[config.mk]
export PLATFORM = sky130hd
export DESIGN_NAME = sample_block_record_sequencer
export DESIGN_NICKNAME = d
export VERILOG_FILES = /design/src/rtl/core/sbrs_pkg.sv /design/src/rtl/core/sample_block_record_sequencer.sv /design/src/rtl/core/sbrs_time.sv /design/src/rtl/core/sbrs_record.sv
export SDC_FILE = /design/constraint.sdc
export NUM_CORES = 1
export LEC_CHECK = 0
export ABC_CLOCK_PERIOD_IN_PS = 6300
export BUFFER_PORTS_ARGS = -buffer_cell sky130_fd_sc_hd__buf_2
export CAP_MARGIN = 40
export CORE_MARGIN = 2
export CORE_UTILIZATION = 55
export DETAILED_ROUTE_END_ITERATION = 12
export PLACE_DENSITY = 0.73
export SLEW_MARGIN = 20
export SYNTH_ARGS = -nofsm -noshare
export SYNTH_HDL_FRONTEND = slang
export SYNTH_SLANG_ARGS = --single-unit
[constraint.sdc]
create_clock -name clk -period 6.3 [get_ports clk]
set_clock_uncertainty 0.15 [all_clocks]
set_input_delay 0.945 -clock clk [delete_from_list [all_inputs] [get_ports clk]]
set_output_delay 0.945 -clock clk [all_outputs]
set_load 0.02 [all_outputs]
[src/rtl/core/sbrs_pkg.sv]
package sbrs_pkg;

  localparam int SOURCE_COUNT_DEF = 16;
  localparam int BUFFER_BYTES_DEF = 65536;
  localparam int OFFSET_SPAN      = 65536;
  localparam int SEC_PER_MIN      = 60;
  localparam int MIN_PER_HOUR     = 60;
  localparam int HOUR_PER_DAY     = 24;

  localparam int SYNC_W   = 16;
  localparam int SRC_W    = 4;
  localparam int HOUR_W   = 5;
  localparam int MIN_W    = 6;
  localparam int SEC_W    = 6;
  localparam int LEN_W    = 16;
  localparam int PLEN_W   = 17;
  localparam int MASK_W   = 16;
  localparam int OFF_W    = 16;
  localparam int DROP_W   = 16;
  localparam int CFG_IDX_W = 2;
  localparam int CFG_DAT_W = 17;

  typedef enum logic [CFG_IDX_W-1:0] {
    CFG_SYNC_ID     = 2'd0,
    CFG_LOGICAL_LEN = 2'd1,
    CFG_PHYS_LEN    = 2'd2,
    CFG_MASTER_MASK = 2'd3
  } cfg_idx_t;

  typedef enum logic [1:0] {
    TC_STARTUP = 2'd0,
    TC_SAME    = 2'd1,
    TC_NEXT    = 2'd2,
    TC_GAP     = 2'd3
  } time_class_t;

  typedef struct packed {
    logic [HOUR_W-1:0] hour;
    logic [MIN_W-1:0]  minute;
    logic [SEC_W-1:0]  second;
  } stamp_t;

  typedef struct packed {
    logic [SYNC_W-1:0] sync_word;
    logic [SRC_W-1:0]  source_index;
    stamp_t            stamp;
  } header_t;

  typedef struct packed {
    logic              ldone;
    logic              pdone;
    logic [OFF_W-1:0]  offset;
    logic              buffer;
    logic [DROP_W-1:0] dropped;
    logic              fresh;
    logic              full;
  } rec_res_t;

  typedef struct packed {
    logic              misaligned;
    time_class_t       time_class;
    logic              from_master;
    rec_res_t          rec;
  } result_t;

endpackage

[src/rtl/core/sample_block_record_sequencer.sv]
// An accepted input request passes the input register, then the result register;
// out_valid rises when the result register is loaded.
// Throughput: one header request per cycle, sustained, while out_ready stays high.
// The time, offset and source-mask state updates for an aligned header in the cycle a
// result is loaded, so the next header sees it with no bubble.
// Reset (rst_n low, synchronous): state cleared, registers at defaults, both stages empty.
module sample_block_record_sequencer #(
  parameter int SOURCE_COUNT = sbrs_pkg::SOURCE_COUNT_DEF,
  parameter int BUFFER_BYTES = sbrs_pkg::BUFFER_BYTES_DEF
) (
  input  logic                             clk,
  input  logic                             rst_n,
  // configuration
  input  logic                             cfg_wr_en,
  input  logic [sbrs_pkg::CFG_IDX_W-1:0]   cfg_index,
  input  logic [sbrs_pkg::CFG_DAT_W-1:0]   cfg_wdata,
  // header requests
  input  logic                             in_valid,
  output logic                             in_ready,
  input  logic [sbrs_pkg::SYNC_W-1:0]      in_sync_word,
  input  logic [sbrs_pkg::SRC_W-1:0]       in_source_index,
  input  logic [sbrs_pkg::HOUR_W-1:0]      in_stamp_hour,
  input  logic [sbrs_pkg::MIN_W-1:0]       in_stamp_minute,
  input  logic [sbrs_pkg::SEC_W-1:0]       in_stamp_second,
  // result requests
  output logic                             out_valid,
  input  logic                             out_ready,
  output logic                             out_misaligned,
  output logic [1:0]                       out_time_class,
  output logic                             out_logical_done,
  output logic                             out_physical_done,
  output logic                             out_from_master,
  output logic [sbrs_pkg::OFF_W-1:0]       out_record_offset,
  output logic                             out_buffer_select,
  output logic [sbrs_pkg::DROP_W-1:0]      out_dropped_sources,
  output logic                             out_newly_connected,
  output logic                             out_record_full
);
  import sbrs_pkg::*;

  // configuration registers
  logic [SYNC_W-1:0] sync_id_r;
  logic [LEN_W-1:0]  logical_len_r;
  logic [PLEN_W-1:0] phys_len_r;
  logic [MASK_W-1:0] master_mask_r;

  // input stage
  logic    hdr_vld_r;
  header_t hdr_r;

  // result stage
  logic    res_vld_r;
  result_t res_r;
  result_t res_nxt;

  logic        advance;   // input stage hands its header to the result stage
  logic        aligned;
  logic        commit;    // state update for an aligned header
  logic        master;
  time_class_t cls;
  rec_res_t    rec;

  always_ff @(posedge clk) begin
    if (!rst_n) begin
      sync_id_r     <= '0;
      logical_len_r <= LEN_W'(1);
      phys_len_r    <= PLEN_W'(1);
      master_mask_r <= '0;
    end else if (cfg_wr_en) begin
      case (cfg_idx_t'(cfg_index))
        CFG_SYNC_ID:     sync_id_r     <= cfg_wdata[SYNC_W-1:0];
        CFG_LOGICAL_LEN: logical_len_r <= cfg_wdata[LEN_W-1:0];
        CFG_PHYS_LEN:    phys_len_r    <= cfg_wdata[PLEN_W-1:0];
        CFG_MASTER_MASK: master_mask_r <= cfg_wdata[MASK_W-1:0];
        default: ;
      endcase
    end
  end

  // Result register frees when empty or drained this cycle; the input register
  // frees when it moves on, so a waiting result never blocks one more header.
  assign advance  = hdr_vld_r && (!res_vld_r || out_ready);
  assign in_ready = !hdr_vld_r || advance;

  always_ff @(posedge clk) begin
    if (!rst_n) begin
      hdr_vld_r <= 1'b0;
    end else if (in_ready) begin
      hdr_vld_r <= in_valid;
    end
  end

  always_ff @(posedge clk) begin
    if (in_valid && in_ready) begin
      hdr_r.sync_word     <= in_sync_word;
      hdr_r.source_index  <= in_source_index;
      hdr_r.stamp.hour    <= in_stamp_hour;
      hdr_r.stamp.minute  <= in_stamp_minute;
      hdr_r.stamp.second  <= in_stamp_second;
    end
  end

  // Masters are only defined for the sources the unit tracks.
  assign master  = (32'(hdr_r.source_index) < SOURCE_COUNT) &&
                   master_mask_r[hdr_r.source_index];
  assign aligned = (hdr_r.sync_word == sync_id_r);
  assign commit  = advance && aligned;

  sbrs_time u_time (
    .clk    (clk),
    .rst_n  (rst_n),
    .stamp  (hdr_r.stamp),
    .commit (commit),
    .master (master),
    .cls    (cls)
  );

  sbrs_record #(
    .SOURCE_COUNT (SOURCE_COUNT),
    .BUFFER_BYTES (BUFFER_BYTES)
  ) u_record (
    .clk             (clk),
    .rst_n           (rst_n),
    .commit          (commit),
    .cls             (cls),
    .master          (master),
    .src             (hdr_r.source_index),
    .logical_length  (logical_len_r),
    .physical_length (phys_len_r),
    .res             (rec)
  );

  // A misaligned header reports only the flag; everything else reads zero.
  always_comb begin
    if (aligned) begin
      res_nxt.misaligned  = 1'b0;
      res_nxt.time_class  = cls;
      res_nxt.from_master = master;
      res_nxt.rec         = rec;
    end else begin
      res_nxt             = '0;
      res_nxt.misaligned  = 1'b1;
    end
  end

  always_ff @(posedge clk) begin
    if (!rst_n) begin
      res_vld_r <= 1'b0;
    end else if (advance) begin
      res_vld_r <= 1'b1;
    end else if (out_ready) begin
      res_vld_r <= 1'b0;
    end
  end

  always_ff @(posedge clk) begin
    if (advance) begin
      res_r <= res_nxt;
    end
  end

  assign out_valid           = res_vld_r;
  assign out_misaligned      = res_r.misaligned;
  assign out_time_class      = res_r.time_class;
  assign out_logical_done    = res_r.rec.ldone;
  assign out_physical_done   = res_r.rec.pdone;
  assign out_from_master     = res_r.from_master;
  assign out_record_offset   = res_r.rec.offset;
  assign out_buffer_select   = res_r.rec.buffer;
  assign out_dropped_sources = res_r.rec.dropped;
  assign out_newly_connected = res_r.rec.fresh;
  assign out_record_full     = res_r.rec.full;

endmodule

[src/rtl/core/sbrs_time.sv]
module sbrs_time (
  input  logic                 clk,
  input  logic                 rst_n,
  input  sbrs_pkg::stamp_t     stamp,
  input  logic                 commit,
  input  logic                 master,
  output sbrs_pkg::time_class_t cls
);
  import sbrs_pkg::*;

  logic              known_r;
  logic [HOUR_W-1:0] hour_r;
  logic [MIN_W-1:0]  min_r;
  logic [SEC_W-1:0]  sec_r;

  logic [SEC_W:0]    sec_inc;
  logic [MIN_W:0]    min_inc;
  logic [HOUR_W:0]   hour_inc;
  logic [SEC_W-1:0]  ts;
  logic [MIN_W-1:0]  tm;
  logic [MIN_W-1:0]  min_mod;
  logic [MIN_W-1:0]  min_wrap;
  logic [HOUR_W-1:0] th;
  logic [HOUR_W-1:0] hour_mod;
  logic [HOUR_W-1:0] hour_wrap;
  logic              adopt;

  // expected stamp one second after the held time, each field reduced first
  always_comb begin
    sec_inc  = {1'b0, sec_r} + (SEC_W+1)'(1);
    ts       = (sec_inc >= (SEC_W+1)'(SEC_PER_MIN)) ?
               SEC_W'(sec_inc - (SEC_W+1)'(SEC_PER_MIN)) : sec_inc[SEC_W-1:0];
    min_inc  = {1'b0, min_r} + (MIN_W+1)'(1);
    min_mod  = (min_r >= MIN_W'(MIN_PER_HOUR)) ? min_r - MIN_W'(MIN_PER_HOUR) : min_r;
    min_wrap = (min_inc >= (MIN_W+1)'(MIN_PER_HOUR)) ?
               MIN_W'(min_inc - (MIN_W+1)'(MIN_PER_HOUR)) : min_inc[MIN_W-1:0];
    tm       = (ts == '0) ? min_wrap : min_mod;
    hour_inc = {1'b0, hour_r} + (HOUR_W+1)'(1);
    hour_mod = (hour_r >= HOUR_W'(HOUR_PER_DAY)) ? hour_r - HOUR_W'(HOUR_PER_DAY) : hour_r;
    hour_wrap = (hour_inc >= (HOUR_W+1)'(HOUR_PER_DAY)) ?
                HOUR_W'(hour_inc - (HOUR_W+1)'(HOUR_PER_DAY)) : hour_inc[HOUR_W-1:0];
    th       = (ts == '0 && tm == '0) ? hour_wrap : hour_mod;

    if (!known_r) begin
      cls = TC_STARTUP;
    end else if (stamp.hour == hour_r && stamp.minute == min_r && stamp.second == sec_r) begin
      cls = TC_SAME;
    end else if (stamp.hour == th && stamp.minute == tm && stamp.second == ts) begin
      cls = TC_NEXT;
    end else begin
      cls = TC_GAP;
    end

    adopt = commit && (cls == TC_STARTUP || cls == TC_NEXT || (cls == TC_GAP && master));
  end

  always_ff @(posedge clk) begin
    if (!rst_n) begin
      known_r <= 1'b0;
      hour_r  <= '0;
      min_r   <= '0;
      sec_r   <= '0;
    end else if (adopt) begin
      known_r <= 1'b1;
      hour_r  <= stamp.hour;
      min_r   <= stamp.minute;
      sec_r   <= stamp.second;
    end
  end

endmodule

[src/rtl/core/sbrs_record.sv]
module sbrs_record #(
  parameter int SOURCE_COUNT = sbrs_pkg::SOURCE_COUNT_DEF,
  parameter int BUFFER_BYTES = sbrs_pkg::BUFFER_BYTES_DEF
) (
  input  logic                          clk,
  input  logic                          rst_n,
  input  logic                          commit,
  input  sbrs_pkg::time_class_t         cls,
  input  logic                          master,
  input  logic [sbrs_pkg::SRC_W-1:0]    src,
  input  logic [sbrs_pkg::LEN_W-1:0]    logical_length,
  input  logic [sbrs_pkg::PLEN_W-1:0]   physical_length,
  output sbrs_pkg::rec_res_t            res
);
  import sbrs_pkg::*;

  localparam int CAP = (BUFFER_BYTES < OFFSET_SPAN) ? BUFFER_BYTES : OFFSET_SPAN;
  localparam logic [PLEN_W-1:0] LIMIT_CAP = PLEN_W'(CAP);

  logic [OFF_W-1:0]        offset_r, offset_nxt;
  logic                    buffer_r, buffer_nxt;
  logic [SOURCE_COUNT-1:0] conn_r, conn_nxt;
  logic [SOURCE_COUNT-1:0] recv_r, recv_nxt;

  logic [SOURCE_COUNT-1:0] src_bit;
  logic [SOURCE_COUNT-1:0] gone;
  logic [PLEN_W-1:0]       limit;
  logic [PLEN_W-1:0]       sum;
  logic                    valid_src;
  logic                    advance;
  logic                    drop;

  always_comb begin
    valid_src = (32'(src) < SOURCE_COUNT);
    src_bit   = valid_src ? (SOURCE_COUNT'(1) << src) : '0;
    advance   = (cls == TC_NEXT || cls == TC_GAP);
    drop      = (cls == TC_NEXT) || (cls == TC_GAP && master);

    limit = (physical_length < LIMIT_CAP) ? physical_length : LIMIT_CAP;
    sum   = {1'b0, offset_r} + {1'b0, logical_length};

    offset_nxt = offset_r;
    buffer_nxt = buffer_r;
    res.pdone  = 1'b0;
    if (advance) begin
      if (sum >= limit) begin
        offset_nxt = '0;
        buffer_nxt = ~buffer_r;
        res.pdone  = 1'b1;
      end else begin
        offset_nxt = sum[OFF_W-1:0];
      end
    end

    gone     = drop ? (conn_r & ~recv_r) : '0;
    conn_nxt = (conn_r & ~gone) | src_bit;
    recv_nxt = (drop ? '0 : recv_r) | src_bit;

    res.ldone   = advance;
    res.offset  = offset_nxt;
    res.buffer  = buffer_nxt;
    res.dropped = DROP_W'(gone);
    // a source dropped by this very header counts as reconnecting
    res.fresh   = valid_src && (((conn_r & ~gone) & src_bit) == '0);
    res.full    = ((conn_nxt & ~recv_nxt) == '0);
  end

  always_ff @(posedge clk) begin
    if (!rst_n) begin
      offset_r <= '0;
      buffer_r <= 1'b0;
      conn_r   <= '0;
      recv_r   <= '0;
    end else if (commit) begin
      offset_r <= offset_nxt;
      buffer_r <= buffer_nxt;
      conn_r   <= conn_nxt;
      recv_r   <= recv_nxt;
    end
  end

endmodule

---- Word level (Yosys, flattened, before mapping) ----
Index checks and enable logic that the tools add are counted.
word-level totals
  register bits ........................... 212
  input bits .............................. 61
  output and inout port bits .............. 43
  word-level logic and storage cells ...... 123
cells by class
  $add $sub $neg .......................... 9
  $lt $le $gt $ge ......................... 8
  equal/unequal tests ..................... 12
  shifts and indexed selects .............. 1
  multiplexer cells ....................... 24
  bitwise gates (word level) .............. 10
  reduce and logical (&&, ||, !) cells .... 30
operators by type and width
  cell                    count
  $and A16 B16 Y16        4
  $mux W16                4
  $not A16 Y16            3
  $mux W41                1
  $logic_not A16 Y1       2
  $or A16 B16 Y16         2
  $eq A6 B6 Y1            4
  $mux W6                 4
  $sub A6 B6 Y6 const B   3
  $add A16 B16 Y17        1
  $ge A17 B17 Y1          1
  $lt A17 B17 Y1 const B  1
  $mux W17                1
  $eq A16 B16 Y1          1
  $shl A1 B4 Y16 const A  1
  $mux W5                 3
  $add A6 B1 Y7 const B   2
  $ge A7 B6 Y1 const B    2
  $logic_not A6 Y1        2
  $eq A5 B5 Y1            2
  $logic_and A1 B1 Y1     10
  $reduce_and A2 Y1       5
  $sub A5 B5 Y5 const B   2
  $eq A2 B2 Y1 const B    4
  14 further kinds        29

---- Logic depth before layout (Yosys ltp) ----
Gate-level depths: netlist of the first run.
  word-level depth ........................ 24
  gate-level depth with buffers ........... 22
  depth with buffers taken out ............ 20

---- By module ----
Synthesis of the first run repeated with hierarchy kept, for this count alone.
unflattened totals
  cells, all modules ...................... 1309
  area total of the unflattened synthesis .. 11906.4 um2
modules (own cells, without submodules)
  module                         instances  cells an instance  area an instance (um2)  seq. area each (um2)
  sample_block_record_sequencer  1          450                5454.0                  3683.5
  sbrs_record                    1          537                4115.2                  980.9
  sbrs_time                      1          322                2337.2                  360.3

---- Worst setup path before layout of the first run ----
Ideal clock, no wire load.
  path type ............................... reg-to-reg
  from .................................... register logical_len_r[0]
  to ...................................... register res_r, in the netlist out_record_offset[0] (data pin)
  library setup time ...................... 0.147 ns
  data arrival time ....................... 4.611 ns
  data required time ...................... 6.003 ns
  slack ................................... 1.392 ns
  cell stages (with the launch flop) ...... 23
  buffers on the path ..................... 2
  clock period less this slack ............ 4.908 ns
  path through ............................ dfxtp_1 > ha_1 > fa_1 > a21o_1 > a21oi_1 > o21bai_1 > a21oi_1 > o21bai_1 > a41o_1 > o41a_1 > a31oi_1 > xor2_1 > inv_1 > ha_1 > a211o_1 > o21ai_0 > a21oi_1 > a21boi_0 > a311oi_1 > clkbuf_1 > clkbuf_1 > nand3_1 > a21oi_1
on the way
  longest elaborated chain between the ends .. 4
ends and longest elaborated chain
  what                    RTL line                              RTL
  start, declared         sample_block_record_sequencer.sv:43   logic [LEN_W-1:0] logical_len_r;
  start signal, assigned  sample_block_record_sequencer.sv:72   CFG_LOGICAL_LEN: logical_len_r <= cfg_wdata[LEN_W-1:0];
  $add A16 B16 Y17 *      sbrs_record.sv:40                     sum = {1'b0, offset_r} + {1'b0, logical_length};
  $ge A17 B17 Y1          sbrs_record.sv:46                     if (sum >= limit) begin
  $mux W16 *              sbrs_record.sv:46
  $mux W16 *              sbrs_record.sv:45                     if (advance) begin
  end signal, assigned    sample_block_record_sequencer.sv:158  res_r <= res_nxt;
  end, declared           sample_block_record_sequencer.sv:53   result_t res_r;
Every way passes the cells marked *; elsewhere a longest branch is shown, timed or not.
A chain may end at the register's enable or synchronous reset.

---- Worst setup path after layout of the first run ----
  from .................................... register u_record.offset_r[0]
  to ...................................... register res_r, in the netlist out_record_offset[1] (data pin)
on the way
  longest elaborated chain between the ends .. 4
ends and longest elaborated chain
  what                    RTL line           RTL
  start, declared         sbrs_record.sv:20  logic [OFF_W-1:0] offset_r, offset_nxt;
  start signal, assigned  sbrs_record.sv:75  offset_r <= offset_nxt;
  $add A16 B16 Y17 *      sbrs_record.sv:40
  $ge A17 B17 Y1          sbrs_record.sv:46
  $mux W16 *              sbrs_record.sv:46
  $mux W16 *              sbrs_record.sv:45
Marked as above.

==> flow_summary.toml, run 1 <==
[run_status]
status = "finished, final reports clean"

[cts]
insertion_delay_ns = 0.51
post_cts_buffers = 0
cts_max_level = 1
cts_made_buffers = 24
clock_tree.buffer_depth = 3
cts_tree = "yes"
hold_buffers = 0
clk_pin_slew_ns = 0.06
cts-root-buf = "clkbuf_16"
cts_resized = 0
cts.sinks = 212

[min_path]
hold_class = "reg2reg"
min_from = "master_mask_r[15]$_SDFFE_PN0P_"
min_to = "master_mask_r[15]$_SDFFE_PN0P_"
holdPathStages = 2

[floorplan]
io-pin-count = 104
start_util_pct = 55.8
die_y_um = 147
core_region_area_um2 = 20100
dieArea_um2 = 21600
rows = 52
die_w_um = 147

[sta]
timing.fmax_mhz = 178
finalSetupViolations = 0
tightestPinTransition_ns = 0.946
slew-limit-headroom_pct = 36.3
fin_setup_tns_ns = 0
fin_crit_ns = 5.61
hold_viol_final = 0
rsz0062_at_grt = "false"
slew_violations = 0
fin_crit_sh_pct = 89.0

[synth]
synth_top_family_by_area = "simple AND/OR/NAND/NOR gates"
yosysTopAreaCell = "dfxtp_1"
synth_cells = 1286
ys_warn_count = 0
syn_area_per_cell_um2 = 8.73
synth_edf_count = 78
ys_seq_area_share_pct = 44.8
synth_compound_area_share_pct = 15.2
synth_fa_ha_area_share_pct = 4.75
yosys.area_share.simple_pct = 23.3
syn_nets = 1389
synth-xor-area-share_pct = 5.39
ys_types = 76
ys_seq_elements = 212
netlist_area_um2 = 11200
synth.top_cell.area_share_pct = 23.9
synth.area.top_cells = "dfxtp_1, edfxtp_1, nand2_1"
ys_async_sr_fraction_pct = 0
synth.area.mux_share_pct = 3.06
synth_ff_type = "dfxtp_1"

[setup_path]
start_kind = "register"
cp_max_fo = 21
end_kind = "register"
reg2reg_slack_ns = 0.69
cp.arrival_ns = 5.82
r2r_cells = 21
cp-startpoint = "u_record.offset_r[0]$_SDFFE_PN0P_"
rr_endpoint = "out_record_offset[1]$_SDFFCE_PP0P_"
critical_path_class = "reg2reg"
critPathRequiredTime_ns = 6.51
worstReg2RegStart = "u_record.offset_r[0]$_SDFFE_PN0P_"

[layout]
nFillCells = 1697
antennaDiodeCount = 0
syn2layout_area_growth_pct = 13.4
layout.nets = 1463
multiInputGateArea_um2 = 5820
final_common_cell = "nand2_1"
seq_area_um2 = 5020
mostFrequentLayoutCells = "nand2_1, a21oi_1, dfxtp_1"
final_util_pct = 63.3
drive_above_1_share_pct = 13.1

[job]
drv_cap = 0

[pwr]
finalPower_mw = 3.05
worst_ir_drop_vdd_v = 0.000214
p_leak_nw = 4.79
p_per_area_nw_per_um2 = 240

[route]
drtPass1Iterations = 6
drc = 0
routed_wirelength_um = 27100
dr_total_vias = 9496
drtIter0Drc = 856
wl_per_cell_um = 16.5
viasPerCell = 5.77
ant_nets = 0

[global_routing]
grt_pass1_vias = 8880
grt_max_degree = 88
overflow = 0
grt_use_total_pct = 25.0
grt_pass1_wl_um = 44600
antenna_found_initial = 0

[place]
port_buffers = 103
hpwl_um = 19800
place_congestion = 0.917
[kinds of logic after synthesis]
logic type      after synthesis
simple gates                555
fa+ha+maj                    42
buf+inv                      98
compound gates              282
flops                       212
mux                          28
xor+xnor                     69
[worst max-delay path, cell delays in order, from the launching register on]
cell	delay, ns
dfxtp_1	0.33
ha_1	0.21
fa_1	0.41
a21o_1	0.20
a21oi_1	0.22
o21bai_1	0.09
a21oi_1	0.23
o21bai_1	0.11
a41o_1	0.27
o41a_1	0.35
a31oi_1	0.24
xor2_1	0.24
inv_1	0.07
ha_1	0.21
a211o_1	0.29
o21ai_0	0.15
a21oi_1	0.11
a21boi_0	0.20
a311oi_4	0.82
buf_4	0.30
nand3_1	0.09
a21oi_1	0.15
[final cells by class]
type | count | share of cell area [%]
multi-input combinational | 976 | 45.7
sequential | 212 | 39.5
timing repair buffer | 120 | 5.40
clock buffer | 30 | 5.06
tap | 270 | 2.65
clock inverter | 13 | 0.944
inverter | 26 | 0.767
[worst max path at each step]
stage	end	depth (start not counted)
2_1_floorplan	out_record_offset[0]$_SDFFCE_PP0P_	22
3_3_place_gp	out_record_offset[7]$_SDFFCE_PP0P_	21
3_5_place_dp	out_record_offset[1]$_SDFFCE_PP0P_	21
4_1_cts	out_record_offset[1]$_SDFFCE_PP0P_	21
5_1_grt	out_record_offset[0]$_SDFFCE_PP0P_	21
6_report	out_record_offset[1]$_SDFFCE_PP0P_	21
[power by group]
part / internal [mW] / total, mW / switching [mW]
clock: 0.805 / 1.35 / 0.544
combinational: 0.0803 / 0.219 / 0.139
sequential: 1.46 / 1.49 / 0.0283
total: 2.34 / 3.05 / 0.712
[per-stage QoR]
| step | setup WS, ns | instances | hold slack, ns | area (um2) |
|---|---|---|---|---|
| 2_1_floorplan | 1.39 | 1286 | 0.283 | 11200 |
| 3_3_place_gp | 0.822 | 1598 | 0.289 | 11900 |
| 3_5_place_dp | 0.753 | 1603 | 0.294 | 11900 |
| 4_1_cts | 0.715 | 1646 | 0.302 | 12700 |
| 5_1_grt | 0.343 | 1647 | 0.326 | 12700 |
| 6_report | 0.691 | 1647 | 0.300 | 12700 |
[flip-flops by register name, summed over array words and instances, names as in the netlist, 6 cells and up]
name                 count
logical_len_r           16
u_record.offset_r       16
out_dropped_sources     16
u_time.sec_r             6
hdr_r                   37
u_time.min_r             6
phys_len_r              17
out_record_offset       16
u_record.conn_r         16
u_record.recv_r         16
master_mask_r           16
sync_id_r               16
[metal layers]
layer  vias to the layer above  wire [um]  share of wire [%]  global-route usage, %
met1                      4434      12300                 45                   35.2
met2                       306      12400                 46                   40.3
met4                         0        667                2.5                   7.33
met3                        51       1740                6.4                   3.82
li1                       4705          -                  -                      -
met5                         -          0                  0                      0
[Yosys cell counts, drive strengths merged (4+ instances only)]
master,count
nor4,15
nor2,51
buf,14
dfxtp,134
and3b,4
edfxtp,78
o211ai,4
xnor2,31
nor3,31
and3,10
nand2b,20
and2,18
xor2,38
nand4,18
nand3,56
o22ai,10
ha,41
mux2i,23
a21oi,135
nand2,286
inv,26
nor3b,8
o21ai,57
mux4,5
a21o,8
a22oi,11
clkbuf,58
nor2b,13
a31oi,13
or2,5
or3,6
o21bai,5
Power figures use the tool's default switching activity.
==> run 2, diff against run 1 <==
- ABC_CLOCK_PERIOD_IN_PS: 6300 -> 6510
- clock period: 6.3 -> 6.51 ns (I/O delays scaled with it)
==> run 2 against run 1 <==
Effect of this change:
- die area is the same
- utilization grew 0.30 points
- wire length shrank 1.1%
- sequential power shrank 3%
- critical path depth shrank 1
- combinational power shrank 3%
==> flow_summary.toml, run 2 (synthesis results as in run 1) <==
[run_status]
status = "finished, final reports clean"

[global_routing]
grtUsageMet3_pct = 3.76
grt_use_total_pct = 24.4
grtUsageMet1_pct = 34.9
antenna_found_initial = 0
gr-max-usage-layer = "met2"
overflow = 0
grt_pass1_vias = 8667
grt_max_degree = 89
use_met2_pct = 39.4
grt_pass1_wl_um = 43700

[place]
dp_cells = 1601
port_buffers = 103
place_congestion = 0.899
hpwl_um = 19300

[sta]
tightestPinTransition_ns = 0.835
timing.fmax_mhz = 192
fin_setup_tns_ns = 0
hold_viol_final = 0
finalSetupViolations = 0
fin_crit_ns = 5.20
slew-limit-headroom_pct = 43.8
rsz0062_at_grt = "false"
fin_crit_sh_pct = 79.9
slew_violations = 0

[setup_path]
worstReg2RegStart = "logical_len_r[0]$_SDFFE_PN1P_"
r2r_cells = 20
max_stage_delay_ns = 0.45
cp_max_fo = 30
reg2reg_slack_ns = 1.31
cp_slowest_cell = "a21boi_0"
start_kind = "register"
rr_endpoint = "out_buffer_select$_SDFFCE_PP0P_"
crit_chain = "ha_1 > fa_1 > a21o_1 > a21oi_1 > o21bai_1 > a21oi_1 > o21bai_1 > a41o_1 > o41a_1 > a31oi_1 > xor2_1 > inv_1 > ha_1 > o21ai_0 > a21oi_1 > a21boi_0 > a311oi_4 > buf_4 > or3_1 > a21oi_1"
cpMostUsedCell = "a21oi_1"
critical_path_class = "reg2reg"
critPathRequiredTime_ns = 6.69
cp.arrival_ns = 5.38
end_kind = "register"

[layout]
reg.largest.list = "hdr_r x37, phys_len_r x17"
antennaDiodeCount = 0
largest_register_ffs = 37
mostFrequentLayoutCells = "nand2_1, a21oi_1, dfxtp_1"
final_util_pct = 63.6
top_register = "hdr_r"
drive_above_1_share_pct = 13.2
layout.nets = 1462
fin_cells = 1646
syn2layout_area_growth_pct = 14.0
final_common_cell = "nand2_1"

[pwr]
swShare_pct = 22.9
power_frac_clock_pct = 45.2
finalPower_mw = 3.01
p_int_mw = 2.32
p_per_area_nw_per_um2 = 235
worst_ir_drop_vdd_v = 0.000271
p_leak_nw = 4.82
p_seq_share_pct = 47.8
p_comb_share_pct = 7.1
switching_power_mw = 0.690

[min_path]
hold_class = "reg2reg"
min_from = "master_mask_r[0]$_SDFFE_PN0P_"
holdPathStages = 2
min_to = "master_mask_r[0]$_SDFFE_PN0P_"

[route]
drtPass1Iterations = 5
drc = 0
viasPerCell = 5.78
drtIter0Drc = 890
routed_wirelength_um = 26800
dr_total_vias = 9516
wl_per_cell_um = 16.3
ant_nets = 0

[cts]
hold_buffers = 0
cts_max_level = 1
cts_resized = 0
post_cts_buffers = 0
clk_pin_slew_ns = 0.06
insertion_delay_ns = 0.52
cts_made_buffers = 23
cts_tree = "yes"
clock_tree.buffer_depth = 3
cts-root-buf = "clkbuf_16"
cts.sinks = 212

[floorplan]
rows = 52
die_y_um = 147
start_util_pct = 55.8
io-pin-count = 104
core_region_area_um2 = 20100
dieArea_um2 = 21600
die_w_um = 147

[job]
drv_cap = 0
==> run 2: cell count changes in the layout (fill, tap and decap cells not counted), sizes merged <==
cell and delta:
bufinv +1, clkinvlp -3, buf -1, clkinv -5, clkbuf +4, inv +3
==> run 2: worst max-delay path, delay by kind of cell, from the launching register on <==
kind,cells,cell delay [ns]
buffers and inverters,2,0.33
adders and majority gates,3,0.91
xor gates and xnor gates,1,0.26
and+or+nand+nor,1,0.33
AOI/OAI and AO/OA,13,2.75
DFF,1,0.32
==> run 2: area by class of cell <==
cell class | instances | area [um2]
fillers | 1683 | 7310
multi-input cells | 976 | 5820
flip-flops and latches | 212 | 5020
repair buffers | 120 | 719
clock buffers | 33 | 663
well taps | 270 | 338
clock inverters | 9 | 129
inverters | 26 | 97.6
==> run 2: worst max path at each step <==
stage                                               to  cells after the start                           from
floorplan           out_record_offset[0]$_SDFFCE_PP0P_                     22  logical_len_r[0]$_SDFFE_PN1P_
global placement       out_buffer_select$_SDFFCE_PP0P_                     21  logical_len_r[0]$_SDFFE_PN1P_
detailed placement     out_buffer_select$_SDFFCE_PP0P_                     20  logical_len_r[0]$_SDFFE_PN1P_
CTS                    out_buffer_select$_SDFFCE_PP0P_                     20  logical_len_r[0]$_SDFFE_PN1P_
global route           out_buffer_select$_SDFFCE_PP0P_                     20  logical_len_r[0]$_SDFFE_PN1P_
finish                 out_buffer_select$_SDFFCE_PP0P_                     20  logical_len_r[0]$_SDFFE_PN1P_
==> run 2: power groups by stage <==
| stage | combinational [mW] | clock [mW] | sequential (mW) |
|---|---|---|---|
| floorplan | 0.129 | 0 | 1.46 |
| global placement | 0.202 | 0 | 1.47 |
| detailed placement | 0.208 | 0 | 1.47 |
| CTS | 0.209 | 1.38 | 1.44 |
| global route | 0.235 | 1.42 | 1.44 |
| finish | 0.213 | 1.36 | 1.44 |
==> run 2: per-layer routing <==
metal	routed length, um	part of all wire (%)
met5	0	0
met4	469	1.7
met3	1480	5.5
met2	12200	45
met1	12700	47
==> run 2: metrics by stage <==
step,setup slack [ns],area [um2],hold WS [ns]
CTS,1.31,12700,0.303
global route,0.830,12800,0.324
finish,1.31,12800,0.303
global placement,1.45,11800,0.290
floorplan,1.60,11200,0.283
detailed placement,1.34,11900,0.295
